**config.mk**
```make
export PLATFORM = sky130hd
export DESIGN_NAME = bis_seq
export DESIGN_NICKNAME = d
export VERILOG_FILES = /design/src/sv/bis_pkg.sv /design/src/sv/bis_seq.sv
export VERILOG_INCLUDE_DIRS = /design/src /design/src/sv
export SDC_FILE = /design/constraint.sdc
export NUM_CORES = 1
export LEC_CHECK = 0
export ABC_CLOCK_PERIOD_IN_PS = 4800
export BUFFER_PORTS_ARGS = -buffer_cell sky130_fd_sc_hd__buf_4
export CAP_MARGIN = 10
export CELL_PAD_IN_SITES_DETAIL_PLACEMENT = 0
export CELL_PAD_IN_SITES_GLOBAL_PLACEMENT = 1
export CORE_MARGIN = 5
export CORE_UTILIZATION = 35
export CTS_BUF_LIST = sky130_fd_sc_hd__clkbuf_4 sky130_fd_sc_hd__clkbuf_8
export CTS_CLUSTER_SIZE = 12
export DETAILED_ROUTE_END_ITERATION = 10
export GPL_ROUTABILITY_DRIVEN = 0
export PLACE_DENSITY = 0.81
export SLEW_MARGIN = 15
export SYNTH_ARGS = -nofsm -noshare
export SYNTH_HDL_FRONTEND = slang
export SYNTH_SLANG_ARGS = --single-unit
```
**constraint.sdc**
```tcl
create_clock -name clk -period 4.8 [get_ports clk]
set_clock_uncertainty 0.1 [all_clocks]
set_input_delay 0.72 -clock clk [delete_from_list [all_inputs] [get_ports clk]]
set_output_delay 0.72 -clock clk [all_outputs]
set_load 0.005 [all_outputs]
```
**src/sv/bilinear_image_sampler_top_defines.svh**
```systemverilog
// Assertion macros used by the bilinear image sampler RTL.
`ifndef BILINEAR_IMAGE_SAMPLER_TOP_DEFINES_SVH
`define BILINEAR_IMAGE_SAMPLER_TOP_DEFINES_SVH

// Same-cycle implication, checked on clk, off while rst is high.
`define BIS_ASSERT_IMP(lbl, ante, cons, msg) \
  lbl: assert property (@(posedge clk) disable iff (rst) (ante) |-> (cons)) \
    else $error(msg);

// Next-cycle implication, checked on clk, off while rst is high.
`define BIS_ASSERT_NXT(lbl, ante, cons, msg) \
  lbl: assert property (@(posedge clk) disable iff (rst) (ante) |=> (cons)) \
    else $error(msg);

`endif

```
**src/sv/bis_pkg.sv**
```systemverilog
// Shared types and constants of the bilinear image sampler.
package bis_pkg;

  // Fixed field widths of the stream payload
  localparam int COORD_W    = 17;
  localparam int SAMPLE_W   = 16;
  localparam int CHAN_W     = 2;
  localparam int POS_W      = 8;
  localparam int SIZE_W     = 9;
  localparam int COUNT_W    = 3;
  localparam int RESULT_CAP = 4;

  // Input tdata layout, lowest bit first
  localparam int CHAN_LSB   = 0;
  localparam int COL_LSB    = CHAN_LSB + CHAN_W;
  localparam int ROW_LSB    = COL_LSB + POS_W;
  localparam int PIX_LSB    = ROW_LSB + POS_W;
  localparam int X_LSB      = PIX_LSB + SAMPLE_W;
  localparam int Y_LSB      = X_LSB + COORD_W;
  localparam int IN_DATA_W  = 72;

  // Configuration port
  localparam int CFG_IDX_W  = 2;
  localparam int CFG_DATA_W = 16;

  typedef enum logic [CFG_IDX_W-1:0] {
    REG_IMAGE_HEIGHT,
    REG_IMAGE_WIDTH,
    REG_CHANNEL_COUNT,
    REG_FILL_VALUE
  } cfg_reg_t;

  localparam logic [SIZE_W-1:0]          HEIGHT_RST = 9'd256;
  localparam logic [SIZE_W-1:0]          WIDTH_RST  = 9'd256;
  localparam logic [COUNT_W-1:0]         COUNT_RST  = 3'd1;
  localparam logic signed [SAMPLE_W-1:0] FILL_RST   = 16'sd0;

  localparam logic signed [SAMPLE_W-1:0] SAMPLE_MAX = 16'sh7FFF;
  localparam logic signed [SAMPLE_W-1:0] SAMPLE_MIN = 16'sh8000;

  // Item kinds carried in s_axis_tuser
  localparam logic OP_WRITE = 1'b0;
  localparam logic OP_QUERY = 1'b1;

  // Neighbor order: bit 0 selects the right column, bit 1 the lower row
  localparam logic [1:0] NBR_FIRST = 2'd0;
  localparam logic [1:0] NBR_LAST  = 2'd3;

  typedef enum logic [1:0] {
    ST_IDLE,
    ST_READ,
    ST_WAIT,
    ST_EMIT
  } seq_state_t;

  // Read issued to the store, tagged with its neighbor slot
  typedef struct packed {
    logic       vld;
    logic [1:0] nbr;
  } mac_ctl_t;

  // One result handed to the output register
  typedef struct packed {
    logic              vld;
    logic              fill;
    logic [CHAN_W-1:0] chan;
    logic              last;
  } res_push_t;

endpackage

```
**src/sv/bis_seq.sv**
```systemverilog
// Item sequencer: stores samples, decodes queries and walks the neighbor reads.
`include "bilinear_image_sampler_top_defines.svh"

module bis_seq
  import bis_pkg::*;
#(
  parameter int MAX_WIDTH       = 256,
  parameter int MAX_HEIGHT      = 256,
  parameter int MAX_CHANNELS    = 4,
  parameter int COORD_FRAC_BITS = 8,
  parameter int PIXEL_BITS      = 16,
  localparam int XW     = $clog2(MAX_WIDTH),
  localparam int RW     = $clog2(MAX_HEIGHT),
  localparam int CW     = (MAX_CHANNELS > 1) ? $clog2(MAX_CHANNELS) : 1,
  localparam int ADDR_W = CW + RW + XW
) (
  input  logic                       clk,
  input  logic                       rst,
  input  logic                       in_valid,
  output logic                       in_ready,
  input  logic                       in_op,
  input  logic [CHAN_W-1:0]          in_channel,
  input  logic [POS_W-1:0]           in_column,
  input  logic [POS_W-1:0]           in_row,
  input  logic [SAMPLE_W-1:0]        in_pixel,
  input  logic [COORD_W-1:0]         in_x,
  input  logic [COORD_W-1:0]         in_y,
  input  logic [SIZE_W-1:0]          image_height,
  input  logic [SIZE_W-1:0]          image_width,
  input  logic [COUNT_W-1:0]         channel_count,
  input  logic                       out_free,
  input  logic                       mac_done,
  output logic                       wr_en,
  output logic [ADDR_W-1:0]          wr_addr,
  output logic [PIXEL_BITS-1:0]      wr_data,
  output logic                       rd_en,
  output logic [ADDR_W-1:0]          rd_addr,
  output mac_ctl_t                   ctl,
  output logic [COORD_FRAC_BITS-1:0] fx,
  output logic [COORD_FRAC_BITS-1:0] fy,
  output res_push_t                  res
);

  localparam int F      = COORD_FRAC_BITS;
  localparam int CH_CAP = (MAX_CHANNELS < RESULT_CAP) ? MAX_CHANNELS : RESULT_CAP;

  localparam logic [COORD_W-1:0] MAX_W_C = COORD_W'(MAX_WIDTH);
  localparam logic [COORD_W-1:0] MAX_H_C = COORD_W'(MAX_HEIGHT);
  localparam logic [COUNT_W-1:0] CAP_C   = COUNT_W'(CH_CAP);

  seq_state_t           state;
  seq_state_t           state_next;
  logic [1:0]           nbr;
  logic [1:0]           nbr_next;
  logic [CHAN_W-1:0]    chan;
  logic [CHAN_W-1:0]    chan_next;
  logic [COUNT_W-1:0]   nchan;
  logic                 chan_is_last;
  logic                 qfill;
  logic [XW-1:0]        col0;
  logic [XW-1:0]        col1;
  logic [RW-1:0]        row0;
  logic [RW-1:0]        row1;

  logic [COORD_W-1:0]   xi;
  logic [COORD_W-1:0]   yi;
  logic [COORD_W-1:0]   w_eff;
  logic [COORD_W-1:0]   h_eff;
  logic [F-1:0]         fx_in;
  logic [F-1:0]         fy_in;
  logic                 x_in;
  logic                 x_edge;
  logic                 y_in;
  logic                 y_edge;
  logic                 q_ok;
  logic [XW-1:0]        col0_in;
  logic [XW-1:0]        col1_in;
  logic [RW-1:0]        row0_in;
  logic [RW-1:0]        row1_in;
  logic [COUNT_W-1:0]   n_in;
  logic                 wr_in_range;

  // Decode the query point against the clamped image size
  always_comb begin
    xi     = in_x >> F;
    yi     = in_y >> F;
    fx_in  = in_x[F-1:0];
    fy_in  = in_y[F-1:0];
    w_eff  = (COORD_W'(image_width) > MAX_W_C) ? MAX_W_C : COORD_W'(image_width);
    h_eff  = (COORD_W'(image_height) > MAX_H_C) ? MAX_H_C : COORD_W'(image_height);
    x_in   = (xi != '0) && (xi < w_eff);
    x_edge = (xi != '0) && (xi == w_eff) && (fx_in == '0);
    y_in   = (yi != '0) && (yi < h_eff);
    y_edge = (yi != '0) && (yi == h_eff) && (fy_in == '0);
    q_ok   = (x_in || x_edge) && (y_in || y_edge);
    // On an edge the far neighbor repeats the near one; its weight is zero
    col0_in = XW'(xi - COORD_W'(1));
    row0_in = RW'(yi - COORD_W'(1));
    col1_in = x_in ? XW'(xi) : col0_in;
    row1_in = y_in ? RW'(yi) : row0_in;
    n_in    = (channel_count > CAP_C) ? CAP_C : channel_count;
  end

  // Sample write path, taken only from idle so it never meets a read burst
  always_comb begin
    wr_in_range = (int'(in_channel) < MAX_CHANNELS) && (int'(in_column) < MAX_WIDTH) &&
                  (int'(in_row) < MAX_HEIGHT);
    wr_en   = in_valid && in_ready && (in_op == OP_WRITE) && wr_in_range;
    wr_addr = {CW'(in_channel), RW'(in_row), XW'(in_column)};
    wr_data = PIXEL_BITS'({{PIXEL_BITS{in_pixel[SAMPLE_W-1]}}, in_pixel});
  end

  assign chan_is_last = (({1'b0, chan} + COUNT_W'(1)) == nchan);

  // Next state and outputs
  always_comb begin
    state_next = state;
    nbr_next   = nbr;
    chan_next  = chan;
    in_ready   = 1'b0;
    rd_en      = 1'b0;
    res.vld    = 1'b0;
    res.fill   = qfill;
    res.chan   = chan;
    res.last   = chan_is_last;
    unique case (state)
      ST_IDLE: begin
        in_ready = 1'b1;
        if (in_valid && (in_op == OP_QUERY) && (n_in != '0)) begin
          chan_next  = '0;
          nbr_next   = NBR_FIRST;
          state_next = q_ok ? ST_READ : ST_EMIT;
        end
      end
      ST_READ: begin
        rd_en    = 1'b1;
        nbr_next = nbr + 2'd1;
        if (nbr == NBR_LAST) begin
          state_next = ST_WAIT;
        end
      end
      ST_WAIT: begin
        if (mac_done) begin
          state_next = ST_EMIT;
        end
      end
      ST_EMIT: begin
        if (out_free) begin
          res.vld = 1'b1;
          if (chan_is_last) begin
            state_next = ST_IDLE;
          end else begin
            chan_next  = chan + 1'b1;
            nbr_next   = NBR_FIRST;
            state_next = qfill ? ST_EMIT : ST_READ;
          end
        end
      end
      default: begin
        state_next = ST_IDLE;
      end
    endcase
  end

  // Control registers
  always_ff @(posedge clk) begin
    if (rst) begin
      state <= ST_IDLE;
      nbr   <= NBR_FIRST;
      chan  <= '0;
    end else begin
      state <= state_next;
      nbr   <= nbr_next;
      chan  <= chan_next;
    end
  end

  // Hold the decoded query while its channels are worked off
  always_ff @(posedge clk) begin
    if (state == ST_IDLE) begin
      nchan <= n_in;
      qfill <= !q_ok;
      col0  <= col0_in;
      col1  <= col1_in;
      row0  <= row0_in;
      row1  <= row1_in;
      fx    <= fx_in;
      fy    <= fy_in;
    end
  end

  // Neighbor address and tag for the accumulator
  assign rd_addr = {CW'(chan), nbr[1] ? row1 : row0, nbr[0] ? col1 : col0};
  assign ctl.vld = rd_en;
  assign ctl.nbr = nbr;

  `BIS_ASSERT_IMP(a_done_in_wait, mac_done, state == ST_WAIT, "sum ready outside wait state")
  `BIS_ASSERT_IMP(a_push_slot_free, res.vld, out_free, "result pushed into a full output slot")
  `BIS_ASSERT_NXT(a_last_to_idle, res.vld && res.last, state == ST_IDLE, "no return to idle")
  `BIS_ASSERT_NXT(a_burst_end, state == ST_READ && nbr == NBR_LAST, state == ST_WAIT,
                  "read burst overran four neighbors")

endmodule

```
==> flow_summary.toml <==
[timing]
fmax_ghz = 0.337
maxSlewViolCount = 0
period_share_pct = 61.9
tightest_slew_ps = 700
grt_setup_unrepaired = "false"
maxSlewHeadroom_pct = 53.4
period_needed_ps = 2970
finalSetupViolCount = 0
fin_ws_ps = 1830
finalSetupTns_ps = 0
hold_viol = 0

[drt]
vias = 2419
drtPass1Iterations = 4
postRouteWirelength_mm = 7.40
route.detailed.drc = 0
vias_per_cell = 4.72
wl_per_cell_um = 14.4
drtIter0Drc = 77
ant_nets = 0

[grt]
use_met1_pct = 15.5
grt_util_met3_pct = 3.17
grt_pass1_wl_mm = 11.5
grt_pass1_vias = 2374
grt.busiest_layer = "met2"
track_usage_pct = 12.4
overflow = 0
antenna_found_initial = 0
met2_usage_pct = 20.4
grt_max_degree = 54

[setup_path]
timing.rr.end = "chan[1]$_SDFFE_PP0P_"
path_buf_inv = 2
worstSetupEndpoint = "qfill$_DFFE_PP_"
cp_max_fo = 9
cp_num_cells = 9
reg2reg_depth = 6
startpoint_type = "input port"
r2r-start = "chan[0]$_SDFFE_PP0P_"
ff2ff_setup_slack_ps = 2930
max_stage_delay_ps = 720
worstPathCellList = "buf_4 > clkinv_1 > nand2_1 > ha_1 > a21oi_1 > o21ai_1 > a2111oi_4 > nor2_1 > or3_1"
cp.required_ps = 4770
end_kind = "flop"
startpoint = "image_height[8]"
worstPathArrival_ps = 2950
cp_slowest_cell = "a2111oi_4"
criticalPathCategory = "input port to flop"
crit_family = "compound AO/OA/AOI/OAI gates"

[synth]
synth_xor_area_share_pct = 6.32
syn_inst = 303
syn-cell-area_um2 = 3460
ys_seq_area_share_pct = 48.5
synthTopCellsByCount = "edfxtp_1, buf_4, nand2_1, ha_1, mux2_2"
synth_top_family_by_area = "simple AND/OR/NAND/NOR gates"
avgSynthCellArea_um2 = 11.4
synthAdderAreaFrac_pct = 7.95
synth_flop_cell = "edfxtp_1"
synth_top_area_share_pct = 45.1
ys_types = 47
muxShareOfSynthArea_pct = 6.07
synth-seq-cells = 58
yosysTopAreaCell = "edfxtp_1"
synth_enable_flop_cells = 52
synth_compound_area_share_pct = 8.63
synth-async-reset-ratio_pct = 0
synth_most_common_cell = "edfxtp_1"
synth.area.top_cells = "edfxtp_1, buf_4, ha_1, mux2_2, dfxtp_1"
yosys.area_share.simple_pct = 11.7
yosysWarningCount = 0
syn_nets = 420

[clock_tree]
post_cts.repair.setup_buffers = 0
cts_sinks = 58
h-tree-depth = 3
cts_tree = "done"
insertion_delay_ps = 330
clk_pin_slew_worst_paths_ps = 60
postCtsResizedCells = 0
cts_root_buf = "clkbuf_8"
cts_buffers = 9
clockBufferDepth = 2
postCtsHoldBufs = 0

[worst_hold_path]
hp-start = "chan[1]$_SDFFE_PP0P_"
min_path_type = "flop to flop"

[finish]
drive_gt1_share_pct = 38.9
syn2layout_area_growth_pct = 23.4
num_antenna_cells = 0
nets = 492

[placement]
placement.io_buffers = 105
dp_slack_ps = 1530
hpwlAfterDp_mm = 5.90

[floorplan]
design.core.area_um2 = 9730
rows = 36
die_x_um = 109
num_io_pins = 174
initial_core_util_pct = 35.6
die_y_um = 109
dieArea_um2 = 12000

[power]
powerDensity_nw_per_um2 = 308
peakVddDrop_mv = 0.103
p_leak_nw = 1.80

[run_status]
outcome = "completed"

[job]
drv_cap = 0
[worst min-delay path, stage by stage (launching register included)]
cell and delay, ps:
dfxtp_1 340, o21ai_0 80, a21oi_1 60
[per-stage QoR]
step	power [mW]	util (%)	hold WS (ps)	std cells	instance area, um2
after floorplan	0.828	-	389	303	3460
after global placement	0.949	42.3	398	497	4110
after detailed placement	0.959	42.3	421	497	4110
after CTS	1.34	44.0	431	513	4280
after global routing	1.39	44.0	453	513	4280
final	1.32	44.0	418	513	4280
[per-layer routing]
metal  share of wire (%)  up-vias
li1                    -     1203
met1                  42     1130
met2                  50       78
met3                 6.4        8
met4                 1.4        0
met5                   0        -
[power breakdown]
| group | switching [mW] | internal (mW) |
|---|---|---|
| registers | 0.0243 | 0.634 |
| clock network | 0.187 | 0.188 |
| logic | 0.135 | 0.149 |
[worst min path at each step]
stage | endpoint | slack, ps | cells after the start
2_1_floorplan | chan[1]$_SDFFE_PP0P_ | 390 | 2
3_3_place_gp | chan[1]$_SDFFE_PP0P_ | 400 | 2
3_5_place_dp | chan[1]$_SDFFE_PP0P_ | 420 | 2
4_1_cts | chan[1]$_SDFFE_PP0P_ | 430 | 2
5_1_grt | fx[3]$_DFFE_PP_ | 450 | 1
6_report | chan[1]$_SDFFE_PP0P_ | 420 | 2
[cells in the final DEF (no fill, tap or decap), types with 3 or more instances in the layout]
master	instances
buf_4	106
edfxtp_1	52
nand2_1	25
ha_1	22
mux2_2	16
xnor2_1	13
a21oi_1	13
inv_1	12
xor2_1	12
nor2_1	11
nor3_1	9
clkbuf_8	9
or3_1	7
dfxtp_1	6
nand4_1	5
o21ai_0	5
nor2b_1	4
a21oi_2	4
clkinv_1	3
nand3_1	3
a211oi_1	3
nor4_1	3
mux2i_1	3
clkinv_2	3
[flip-flops by register name, indices dropped and copies added, names as in the netlist]
signal / cells
chan: 2
col0: 8
col1: 8
fx: 8
fy: 8
nbr: 2
nchan: 3
qfill: 1
row0: 8
row1: 8
state: 2
[cell type report]
| cell class | instances | area, um2 |
|---|---|---|
| tap | 133 | 166 |
| multi-input combinational | 186 | 1420 |
| timing repair buffer | 106 | 796 |
| inverter | 14 | 52.6 |
| sequential | 58 | 1680 |
| clock buffer | 10 | 131 |
| clock inverter | 6 | 33.8 |
| fill | 945 | 5450 |
[kinds of logic (layout without fill, tap and decap cells)]
family	Yosys count	count (layout)
mux	19	19
compound gates	41	41
simple gates	79	79
flops	58	58
buf+inv	59	136
fa+ha+maj	22	22
xor+xnor	25	25
Note: power is estimated with default switching activity, not from simulation.
