### config.mk
export PLATFORM = sky130hd
export DESIGN_NAME = bis_mac
export DESIGN_NICKNAME = d
export VERILOG_FILES = /design/src/sv/bilinear_image_sampler_top_defines.svh /design/src/sv/bis_pkg.sv /design/src/sv/bis_mac.sv
export SDC_FILE = /design/constraint.sdc
export NUM_CORES = 1
export LEC_CHECK = 0
export BUFFER_PORTS_ARGS = -buffer_cell sky130_fd_sc_hd__clkbuf_2
export CORE_AREA = 3 3 242 244
export DETAILED_ROUTE_END_ITERATION = 12
export DIE_AREA = 0 0 245 247
export HOLD_SLACK_MARGIN = 0.05
export RECOVER_POWER = 50
export SYNTH_ARGS = -nofsm -noshare
export SYNTH_HDL_FRONTEND = slang
export SYNTH_SLANG_ARGS = --single-unit
### constraint.sdc
create_clock -name clk -period 7.1 [get_ports clk]
set_input_delay 1.42 -clock clk [delete_from_list [all_inputs] [get_ports clk]]
set_output_delay 1.42 -clock clk [all_outputs]
set_load 0.03 [all_outputs]
### src/sv/bilinear_image_sampler_top_defines.svh
// Assertion macros used by the bilinear image sampler RTL.
`ifndef BILINEAR_IMAGE_SAMPLER_TOP_DEFINES_SVH
`define BILINEAR_IMAGE_SAMPLER_TOP_DEFINES_SVH

// Same-cycle implication, checked on clk, off while rst is high.
`define BIS_ASSERT_IMP(lbl, ante, cons, msg) \
  lbl: assert property (@(posedge clk) disable iff (rst) (ante) |-> (cons)) \
    else $error(msg);

// Next-cycle implication, checked on clk, off while rst is high.
`define BIS_ASSERT_NXT(lbl, ante, cons, msg) \
  lbl: assert property (@(posedge clk) disable iff (rst) (ante) |=> (cons)) \
    else $error(msg);

`endif

### src/sv/bis_pkg.sv
// Shared types and constants of the bilinear image sampler.
package bis_pkg;

  // Fixed field widths of the stream payload
  localparam int COORD_W    = 17;
  localparam int SAMPLE_W   = 16;
  localparam int CHAN_W     = 2;
  localparam int POS_W      = 8;
  localparam int SIZE_W     = 9;
  localparam int COUNT_W    = 3;
  localparam int RESULT_CAP = 4;

  // Input tdata layout, lowest bit first
  localparam int CHAN_LSB   = 0;
  localparam int COL_LSB    = CHAN_LSB + CHAN_W;
  localparam int ROW_LSB    = COL_LSB + POS_W;
  localparam int PIX_LSB    = ROW_LSB + POS_W;
  localparam int X_LSB      = PIX_LSB + SAMPLE_W;
  localparam int Y_LSB      = X_LSB + COORD_W;
  localparam int IN_DATA_W  = 72;

  // Configuration port
  localparam int CFG_IDX_W  = 2;
  localparam int CFG_DATA_W = 16;

  typedef enum logic [CFG_IDX_W-1:0] {
    REG_IMAGE_HEIGHT,
    REG_IMAGE_WIDTH,
    REG_CHANNEL_COUNT,
    REG_FILL_VALUE
  } cfg_reg_t;

  localparam logic [SIZE_W-1:0]          HEIGHT_RST = 9'd256;
  localparam logic [SIZE_W-1:0]          WIDTH_RST  = 9'd256;
  localparam logic [COUNT_W-1:0]         COUNT_RST  = 3'd1;
  localparam logic signed [SAMPLE_W-1:0] FILL_RST   = 16'sd0;

  localparam logic signed [SAMPLE_W-1:0] SAMPLE_MAX = 16'sh7FFF;
  localparam logic signed [SAMPLE_W-1:0] SAMPLE_MIN = 16'sh8000;

  // Item kinds carried in s_axis_tuser
  localparam logic OP_WRITE = 1'b0;
  localparam logic OP_QUERY = 1'b1;

  // Neighbor order: bit 0 selects the right column, bit 1 the lower row
  localparam logic [1:0] NBR_FIRST = 2'd0;
  localparam logic [1:0] NBR_LAST  = 2'd3;

  typedef enum logic [1:0] {
    ST_IDLE,
    ST_READ,
    ST_WAIT,
    ST_EMIT
  } seq_state_t;

  // Read issued to the store, tagged with its neighbor slot
  typedef struct packed {
    logic       vld;
    logic [1:0] nbr;
  } mac_ctl_t;

  // One result handed to the output register
  typedef struct packed {
    logic              vld;
    logic              fill;
    logic [CHAN_W-1:0] chan;
    logic              last;
  } res_push_t;

endpackage

### src/sv/bis_mac.sv
// Weighted accumulation of four neighbor samples, rounding and saturation.
module bis_mac
  import bis_pkg::*;
#(
  parameter int COORD_FRAC_BITS = 8,
  parameter int PIXEL_BITS      = 16
) (
  input  logic                       clk,
  input  logic                       rst,
  input  mac_ctl_t                   ctl,
  input  logic [COORD_FRAC_BITS-1:0] fx,
  input  logic [COORD_FRAC_BITS-1:0] fy,
  input  logic [PIXEL_BITS-1:0]      rd_data,
  output logic                       done,
  output logic signed [SAMPLE_W-1:0] result
);

  localparam int F     = COORD_FRAC_BITS;
  localparam int WGT_W = 2 * F + 1;
  localparam int ACC_W = PIXEL_BITS + 2 * F + 2;
  localparam int R_W   = ACC_W - 2 * F;
  localparam int EXT_W = (R_W > SAMPLE_W + 1) ? R_W : SAMPLE_W + 1;

  localparam logic [F:0]                ONE    = {1'b1, {F{1'b0}}};
  localparam logic [ACC_W-1:0]          HALF   = ACC_W'(1) << (2 * F - 1);
  localparam logic signed [EXT_W-1:0]   SAT_HI = EXT_W'(32767);
  localparam logic signed [EXT_W-1:0]   SAT_LO = EXT_W'(-32768);

  logic [F:0]                wx;
  logic [F:0]                wy;
  logic [2*F+1:0]            wprod;
  logic [WGT_W-1:0]          wgt;
  logic                      a_vld;
  logic [1:0]                a_nbr;
  logic signed [ACC_W-1:0]   prod;
  logic                      b_vld;
  logic [1:0]                b_nbr;
  logic signed [ACC_W-1:0]   acc;
  logic signed [ACC_W-1:0]   acc_rnd;
  logic signed [R_W-1:0]     r;
  logic signed [EXT_W-1:0]   r_ext;

  // Pick the 1-D weights of the neighbor being read
  always_comb begin
    wx    = ctl.nbr[0] ? {1'b0, fx} : ONE - {1'b0, fx};
    wy    = ctl.nbr[1] ? {1'b0, fy} : ONE - {1'b0, fy};
    wprod = wx * wy;
  end

  // Stage A: weight lines up with the sample coming out of the store
  always_ff @(posedge clk) begin
    if (rst) begin
      a_vld <= 1'b0;
    end else begin
      a_vld <= ctl.vld;
    end
  end

  always_ff @(posedge clk) begin
    a_nbr <= ctl.nbr;
    wgt   <= wprod[WGT_W-1:0];
  end

  // Stage B: sample times weight
  always_ff @(posedge clk) begin
    if (rst) begin
      b_vld <= 1'b0;
    end else begin
      b_vld <= a_vld;
    end
  end

  always_ff @(posedge clk) begin
    b_nbr <= a_nbr;
    prod  <= $signed(rd_data) * $signed({1'b0, wgt});
  end

  // Stage C: accumulate, flag the sum once the fourth product is in
  always_ff @(posedge clk) begin
    if (rst) begin
      done <= 1'b0;
    end else begin
      done <= b_vld && (b_nbr == NBR_LAST);
    end
  end

  always_ff @(posedge clk) begin
    if (b_vld) begin
      acc <= (b_nbr == NBR_FIRST) ? prod : acc + prod;
    end
  end

  // Round half up, drop the weight scale, clamp to the sample range
  always_comb begin
    acc_rnd = acc + $signed(HALF);
    r       = acc_rnd[ACC_W-1:2*F];
    r_ext   = EXT_W'(r);
    if (r_ext > SAT_HI) begin
      result = SAMPLE_MAX;
    end else if (r_ext < SAT_LO) begin
      result = SAMPLE_MIN;
    end else begin
      result = r_ext[SAMPLE_W-1:0];
    end
  end

endmodule

==> results by group, run 1 <==
Worst setup path
  • Setup crit end kind: flop
  • CP Max Fanout: 17
  • Crit-path cells: clkbuf_2 -> nand2_1 -> fa_1 -> inv_1 -> fa_1 -> fa_1 -> fa_1 -> fa_1 -> inv_1 -> fa_1 -> inv_1 -> ha_1 -> and3_1 -> nand2_1 -> a311oi_4 -> o2111ai_2 -> a311oi_2 -> nor4b_1 -> a311o_1
  • CP required: 7.35 ns
  • Reg2Reg Capture Point: prod[32]
  • FF-to-FF path depth: 18
  • Largest stage delay, worst path: 0.58 ns
  • CP Launch Point: rd_data[10]
  • Worst R2R Start: wgt[14]
  • Worst EP arrival: 6.99 ns
  • Critical path type: in2reg
  • R2R Setup Slk: 0.82 ns
  • Slowest CP cell: fa_1
  • Most used cell along the critical path: fa_1
  • Startpoint class of the critical path: input pin

Synth
  • Number of synthesized register bits: 92
  • Synth Flop Type: dfxtp_1
  • Compound-gate portion of the synthesized area: 0.0978
  • Synth Area per Inst: 8.75 um2
  • Post-synth EDFFs: 34
  • Yosys warns: 0
  • Unique masters post-synth: 68
  • Post-Syn Nets: 2425
  • Mapped cell area: 0.0169 mm2
  • Post-Synth Adder-Cell Area: 0.450
  • Largest family of logic cells by synthesized area: adder cells
  • Post-synthesis mux area share: 0.00370
  • Synth Area in Simple Gates: 0.178
  • Post-Synth XOR/XNOR Area: 0.0497
  • FFs w/ async S/R, synth: 0
  • Mapped Cells: 1934
  • Sequential fraction of the synthesis area: 0.129

Route
  • DRC Markers: 0
  • DRC marker count from the first detailed-route iteration: 584
  • DR vias: 12727
  • Total Wirelength: 37800 um
  • DRT Pass-1 Iters: 5
  • Routed WL per cell: 13.7 um
  • Post-DRT Antenna Nets: 0
  • Via density: 4.63

Clock network
  • TritonCTS clock tree: built
  • Max clock buf depth: 2
  • Worst-skew pair later-pin latency: 0.36 ns
  • H-tree depth: 3
  • Post-CTS Hold Fix Bufs: 0
  • Total CTS buffers: 9
  • Root Driver: clkbuf_16
  • Clk sinks: 92
  • Clock edge transition at the registers on the reported setup and hold paths: 0.07 ns

Place
  • HPWL Detailed: 32100 um
  • Routability cong.: 0.849
  • IO Port Bufs: 53

STA
  • Crit share post-route: 0.950
  • Max Slew Vio Count: 90
  • Hold Fails Final Rpt: 0
  • Max Freq: 0.148 GHz
  • Max_slew headroom: -0.930
  • Unrepaired setup endpoints after global routing: no
  • Setup skew after layout: 0.0153 ns
  • Worst-Margin Slew: 2.89 ns
  • Final Setup Violations: 0
  • Worst hold slack: 0.428 ns
  • Fin crit period: 6.74 ns

Floorplan
  • IO Pins: 54
  • Die span in x: 245 um
  • Row cnt: 87
  • Initial core utilization: 0.300
  • Die Span Y: 247 um
  • Die area: 0.0605 mm2
  • Core ar.: 0.0565 mm2

Finish
  • Commonest non-fill, non-tap cell in the layout: inv_1
  • Syn-to-layout area delta: 9.87%
  • Layout Nets: 2480
  • Commonest cells after routing, fill and taps aside: 354 x inv_1, 258 x fa_1, 230 x nand2_1
  • Diode count: 0
  • Layout cells sized above 1: 0.0647
  • Final core utilization: 0.329

Run
  • Max_cap viols: 2

Outcome
  • Status: complete, but fails checks
  • Failing checks: capacitance limit, slew limit

Hold path
  • Hold Path Origin: a_nbr[0]
  • Hold depth: 0
  • Hold EP: b_nbr[0]
  • Worst hold path class: reg2reg

GRT
  • First-pass GRT wire length: 64700 um
  • All-Layer GR Usage: 0.128
  • Initial antenna violation count: 1
  • Largest net degree at the start of global routing: 54
  • Grt ovf: 0
  • Number of global-route vias before repair: 13590
[sequential cells by signal, indices dropped and copies added (netlist names)]
name   count
a_vld      1
done       1
prod      34
a_nbr      2
b_nbr      2
wgt       17
acc       34
b_vld      1
[cells by family after synthesis]
family | Yosys count
xor+xnor | 96
simple gates | 614
fa+ha+maj | 454
compound gates | 260
flops | 92
mux | 6
buf+inv | 412
[cell usage after synthesis, types with 17 or more instances]
master	instances	area share
and2_1	157	0.058
a21o_1	26	0.012
nor2_1	105	0.023
nand2b_1	18	0.0067
xnor2_1	51	0.026
a21oi_1	80	0.024
xor2_1	45	0.023
edfxtp_1	34	0.060
ha_1	196	0.14
clkbuf_1	52	0.012
dfxtp_1	58	0.069
inv_1	354	0.079
nand2_1	230	0.051
nor2b_1	17	0.0063
nand3_1	25	0.0074
fa_1	258	0.31
o21ai_0	59	0.017
[metrics by stage]
step / std cells / setup slack [ns] / setup TNS, ns / cell area (um2)
CTS: 2750 / 0.261 / 0 / 18600
global route: 2750 / 0.0611 / 0 / 18600
global placement: 2734 / -0.0558 / -0.0558 / 18300
finish: 2750 / 0.355 / 0 / 18600
detailed placement: 2734 / -0.123 / -0.154 / 18300
floorplan: 1934 / 0.182 / 0 / 16900
[layout make-up]
cell class              count  area [um2]
repair buffers            101         641
flip-flops and latches     92        2180
clock buffers               9         225
clock inverters             7        62.6
fillers                  5848       37900
well taps                 756         946
multi-input cells        1430       13200
inverters                 355        1330
[layer usage]
layer | vias to the layer above | share of wire | global-route usage
li1 | 6226 | - | -
met4 | 2 | 0.017 | 0.0290
met5 | - | 0.00029 | 0
met3 | 53 | 0.038 | 0.0178
met1 | 6216 | 0.46 | 0.162
met2 | 230 | 0.48 | 0.232
[repair_timing]
item	CTS	global route
endpoints found under the setup margin	0	1
endpoints found under the hold margin	0	0
buffers inserted	0	0
resized for setup	0	2
[worst max-delay path by stage]
stage                    end  slack, ns  depth (start not counted)
floorplan           prod[32]       0.18                         21
global placement    prod[32]      -0.06                         20
detailed placement  prod[32]      -0.12                         20
CTS                 prod[32]       0.26                         20
global route         wgt[16]       0.06                         22
finish              prod[32]       0.36                         19
[critical path: cells and delay by family]
kind            cells  cell delay (ns)
fa+ha+maj           7             3.33
simple gates        4             0.59
buf+inv             4             0.48
compound gates      4             1.16
Power of run 1 is not shown: default switching activity piles up to over one toggle a cycle in this logic, so the estimate is an artifact.
==> inputs of run 2 (changes only) <==
clock period = 6.8 ns   (was 7.1 ns; I/O delays follow)
==> results by group, run 2 (synthesis results as in run 1) <==
Floorplan
  • Die Span Y: 247 um
  • IO Pins: 54
  • Die area: 0.0605 mm2
  • Core ar.: 0.0565 mm2
  • Row cnt: 87
  • Initial core utilization: 0.300
  • Die span in x: 245 um

Place
  • Cell area after placement: 0.0186 mm2
  • HPWL Detailed: 32800 um
  • IO Port Bufs: 53
  • Routability cong.: 0.851

Clock network
  • H-tree depth: 3
  • Clk sinks: 92
  • Total CTS buffers: 9
  • TritonCTS clock tree: built
  • Root Driver: clkbuf_16
  • Max clock buf depth: 2
  • Worst-skew pair later-pin latency: 0.36 ns
  • Clock edge transition at the registers on the reported setup and hold paths: 0.07 ns

Route
  • Post-DRT Antenna Nets: 0
  • DRC marker count from the first detailed-route iteration: 557
  • DRT Pass-1 Iters: 5
  • DRC Markers: 0
  • Total Wirelength: 38300 um
  • DR vias: 12927
  • Routed WL per cell: 13.7 um
  • Via density: 4.63

GRT
  • Initial antenna violation count: 1
  • First-pass GRT wire length: 65600 um
  • All-Layer GR Usage: 0.130
  • Grt ovf: 0
  • Largest net degree at the start of global routing: 54
  • Number of global-route vias before repair: 13801

Worst setup path
  • Buf/Inv on CP: 7
  • Most used cell along the critical path: fa_1
  • Worst EP arrival: 6.84 ns
  • CP top delay family: adder cells
  • Largest stage delay, worst path: 0.56 ns
  • Startpoint class of the critical path: input pin
  • CP Max Fanout: 12
  • Critical path type: in2reg
  • Crit-path cells: clkbuf_4 -> and2_4 -> fa_1 -> inv_1 -> fa_1 -> fa_1 -> fa_1 -> inv_1 -> fa_1 -> inv_1 -> fa_1 -> inv_1 -> ha_4 -> buf_4 -> a21oi_1 -> buf_4 -> a311oi_4 -> o2111ai_2 -> a311oi_2 -> nor4b_1 -> a311o_1
  • CP required: 7.03 ns
  • Slowest CP cell: fa_1
  • Setup crit end kind: flop

STA
  • Final Setup Violations: 0
  • Crit share post-route: 0.972
  • Hold Fails Final Rpt: 0
  • Worst-Margin Slew: 2.89 ns
  • Max_slew headroom: -0.924
  • Fin crit period: 6.61 ns
  • Max Freq: 0.151 GHz
  • Max Slew Vio Count: 90
  • Setup skew after layout: 0.0138 ns

Finish
  • Diode count: 0
  • Top Registers: acc: 34 flops, prod: 34 flops, wgt: 17 flops
  • Fill count: 5813
  • Finished Cell Area: 0.0190 mm2
  • Layout cells sized above 1: 0.0898
  • Reg area: 0.00218 mm2
  • Commonest cells after routing, fill and taps aside: 354 x inv_1, 257 x fa_1, 230 x nand2_1
  • Layout Nets: 2523
  • Combined area of the multi-input logic cells: 0.0133 mm2
  • Commonest non-fill, non-tap cell in the layout: inv_1
  • Syn-to-layout area delta: 12.2%

Outcome
  • Failing checks: capacitance limit, slew limit
  • Status: complete, but fails checks

Run
  • Max_cap viols: 2

Hold path
  • Worst hold path class: reg2reg
==> run 2: changes by cell type in the layout (fill, tap and decap cells not counted), moves of 2 or more <==
cell	previous run	this run
buf_4	45	90
clkbuf_4	0	3
and2_1	156	154
and2_4	0	2
buf_2	0	5
a21oi_1	81	79
a21oi_2	0	2
ha_1	196	193
ha_4	0	3
buf_12	2	0
inv_8	2	0
clkbuf_2	48	38
buf_6	0	2
==> run 2: final timing paths <==
kind | start | end | slack [ns] | depth (start not counted)
max | rd_data[4] | prod[32] | 0.19 | 21
max reg2reg | wgt[9] | prod[32] | 0.58 | 19
min | a_nbr[0] | b_nbr[0] | 0.45 | 0
min reg2reg | a_nbr[0] | b_nbr[0] | 0.45 | 0
==> run 2: cell type report <==
cell class,instances,share of cell area
multi-input combinational,1430,0.699
sequential,92,0.115
clock buffer,11,0.0134
timing repair buffer,144,0.0505
inverter,355,0.0702
clock inverter,5,0.00217
tap,756,0.0498
==> run 2: metrics by stage <==
| step | instances | TNS (ns) | setup WS (ns) | utilization | hold slack, ns |
|---|---|---|---|---|---|
| after CTS | 2792 | 0 | 0.0505 | 0.334 | 0.449 |
| after detailed placement | 2776 | -1.43 | -0.334 | 0.329 | 0.449 |
| after global placement | 2776 | -0.672 | -0.215 | 0.329 | 0.443 |
| after floorplan | 1934 | 0 | 0.0392 | - | 0.310 |
| after global routing | 2793 | -0.0442 | -0.0271 | 0.336 | 0.465 |
| final | 2793 | 0 | 0.191 | 0.336 | 0.447 |
==> run 2: what timing repair did <==
action,in CTS,in global routing
resized for setup,0,34
hold endpoints to repair,0,0
buffers inserted,0,1
hold buffers,0,0
setup endpoints to repair,0,7
==> run 2: routing by layer <==
| layer | up-vias | wire length (um) | GRT usage |
|---|---|---|---|
| met1 | 6335 | 17300 | 0.163 |
| met2 | 225 | 18900 | 0.237 |
| met4 | 2 | 670 | 0.0320 |
| li1 | 6320 | - | - |
| met5 | - | 20 | 0 |
| met3 | 45 | 1470 | 0.0171 |
==> run 2: worst register-to-register path: stages, from the launching register on <==
cell and delay, ns:
dfxtp_1 0.78, nand2_1 0.18, fa_1 0.54, fa_1 0.50, fa_1 0.53, fa_1 0.56
inv_1 0.05, fa_1 0.47, inv_1 0.04, fa_1 0.47, inv_1 0.06, ha_4 0.26
buf_4 0.12, a21oi_1 0.06, buf_4 0.15, a311oi_4 0.35, o2111ai_2 0.23, a311oi_2 0.34
nor4b_1 0.09, a311o_1 0.33
Power of run 2 is left out for the same reason.
==> inputs of run 3 (changes only) <==
ABC_AREA = 1   (was default)
BUFFER_PORTS_ARGS = default   (was -buffer_cell sky130_fd_sc_hd__clkbuf_2)
CORE_AREA = 3 3 249 251   (was 3 3 242 244)
DIE_AREA = 0 0 252 254   (was 0 0 245 247)
DONT_BUFFER_PORTS = 1   (was default)
==> results by group, run 3 <==
Outcome
  • Status: complete, but fails checks
  • Failing checks: capacitance limit, slew limit

Route
  • Post-DRT Antenna Nets: 0
  • DRC marker count from the first detailed-route iteration: 887
  • DR vias: 14225
  • Via density: 4.45
  • Total Wirelength: 44100 um
  • DRC Markers: 0
  • DRT Pass-1 Iters: 5
  • Routed WL per cell: 13.8 um

STA
  • Worst-Margin Slew: 2.16 ns
  • Hold Fails Final Rpt: 0
  • Setup skew after layout: 0.0152 ns
  • Fin crit period: 6.19 ns
  • Max_slew headroom: -0.437
  • Final setup TNS: 0 ns
  • Max Freq: 0.162 GHz
  • Final Setup Violations: 0
  • Crit share post-route: 0.910
  • Max Slew Vio Count: 82
  • Unrepaired setup endpoints after global routing: no

Synth
  • Unique masters post-synth: 45
  • FFs w/ async S/R, synth: 0
  • Most common cell in the netlist: nand2_1
  • Mapped Cells: 2445
  • Yosys warns: 0
  • Mapped cell area: 0.0180 mm2
  • Synth Flop Type: dfxtp_1
  • Sequential fraction of the synthesis area: 0.122
  • Post-Syn Nets: 2936
  • Synth Area per Inst: 7.34 um2
  • Post-synth EDFFs: 34
  • Dominant cells by area after synthesis: fa_1 29%, nand2_1 14%, ha_1 14%
  • Synth top area share: 0.288
  • Number of synthesized register bits: 92
  • Commonest cells in the netlist: 689 x nand2_1, 607 x inv_1, 258 x fa_1
  • Top cell type by total area after synthesis: fa_1

Worst setup path
  • Startpoint class of the critical path: input pin
  • Critical path type: in2reg
  • Setup crit end kind: flop
  • Worst EP arrival: 6.47 ns
  • CP Max Fanout: 13
  • CP required: 7.08 ns

Finish
  • Non-Filler Instances: 3196
  • Layout cells sized above 1: 0.0303
  • Commonest cells after routing, fill and taps aside: 689 x nand2_1, 607 x inv_1, 258 x fa_1
  • Layout Nets: 2899
  • Commonest non-fill, non-tap cell in the layout: nand2_1
  • Finished Cell Area: 0.0191 mm2
  • Syn-to-layout area delta: 6.45%
  • Top Registers: acc: 34 flops, prod: 34 flops, wgt: 17 flops

Clock network
  • Total CTS buffers: 9
  • Clock edge transition at the registers on the reported setup and hold paths: 0.08 ns
  • Worst-skew pair later-pin latency: 0.38 ns
  • Max clock buf depth: 2
  • Root Driver: clkbuf_16
  • Post-CTS Hold Fix Bufs: 0
  • Post-cts repair resize count: 0
  • H-tree depth: 3
  • Clk sinks: 92
  • TritonCTS clock tree: built
  • # Post-CTS Setup Buffers: 0

Place
  • Routability cong.: 0.913
  • HPWL Detailed: 36700 um
  • IO Port Bufs: 0
  • Inst Count DP: 3179
  • Cell area after placement: 0.0188 mm2

GRT
  • Initial antenna violation count: 0
  • Largest net degree at the start of global routing: 46
  • Number of global-route vias before repair: 14995
  • All-Layer GR Usage: 0.146
  • Grt ovf: 0
  • First-pass GRT wire length: 75900 um

Floorplan
  • Die span in x: 252 um
  • Initial core utilization: 0.299
  • Core ar.: 0.0601 mm2
  • Row cnt: 90
  • Die Span Y: 254 um
  • Die area: 0.0640 mm2
  • IO Pins: 54

Run
  • Max_cap viols: 2

Hold path
  • Worst hold path class: reg2reg
run 3: cell types whose count changed after synthesis, moves of 17 or more:
cell and delta:
xnor2_1 -31, a21o_1 -17, nor2_1 +35, nor2b_1 -17, inv_1 +253, nand2b_1 -18
nand2_1 +459, nand3_1 +40, and2_1 -155
run 3: final cells by class:
type / count / area (um2)
fillers: 6584 / 41000
multi-input cells: 1675 / 13200
inverters: 610 / 2290
flip-flops and latches: 92 / 2180
well taps: 782 / 978
clock buffers: 9 / 225
repair buffers: 20 / 139
clock inverters: 7 / 88.8
diodes: 1 / 2.50
run 3: kinds of logic (layout without fill, tap and decap cells):
family / count (synthesis) / after routing / share of synthesized area
DFF: 92 / 92 / 0.122
buffers and inverters: 678 / 646 / 0.143
AOI/OAI and AO/OA: 170 / 170 / 0.0523
xor gates and xnor gates: 68 / 68 / 0.0340
and+or+nand+nor: 983 / 983 / 0.225
adders and majority gates: 454 / 454 / 0.424
other: 0 / 1 / 0
run 3: through the flow:
step,util,hold slack [ns],setup WS (ns)
floorplan,-,0.310,0.397
global placement,0.313,0.312,0.275
detailed placement,0.313,0.313,0.231
CTS,0.318,0.321,0.645
global route,0.318,0.333,0.297
finish,0.318,0.324,0.614
run 3: critical path, stage by stage:
cell     delay (ns)
inv_1          0.22
or2_2          0.38
fa_1           0.45
fa_1           0.48
inv_1          0.05
fa_1           0.51
fa_1           0.43
fa_1           0.49
inv_1          0.05
fa_1           0.47
inv_1          0.04
ha_1           0.35
nand2_1        0.12
nor2_1         0.19
nand2_1        0.09
o21ai_0        0.42
nand3_1        0.17
nand3_1        0.12
nand2_1        0.05
run 3: worst paths after layout:
path,start,end,slack [ns],cells after the start
hold reg to reg,a_nbr[0],b_nbr[0],0.32,0
setup reg to reg,wgt[7],prod[32],0.81,20
hold / removal,a_nbr[0],b_nbr[0],0.32,0
setup / recovery,rd_data[15],prod[32],0.61,19
run 3: metal layers:
layer,vias up,wire length (um),GRT usage
li1,7184,-,-
met1,6711,20900,0.199
met2,306,20000,0.247
met3,24,2750,0.0304
met4,0,379,0.0191
met5,-,0,0
Power of run 3 is left out for the same reason.
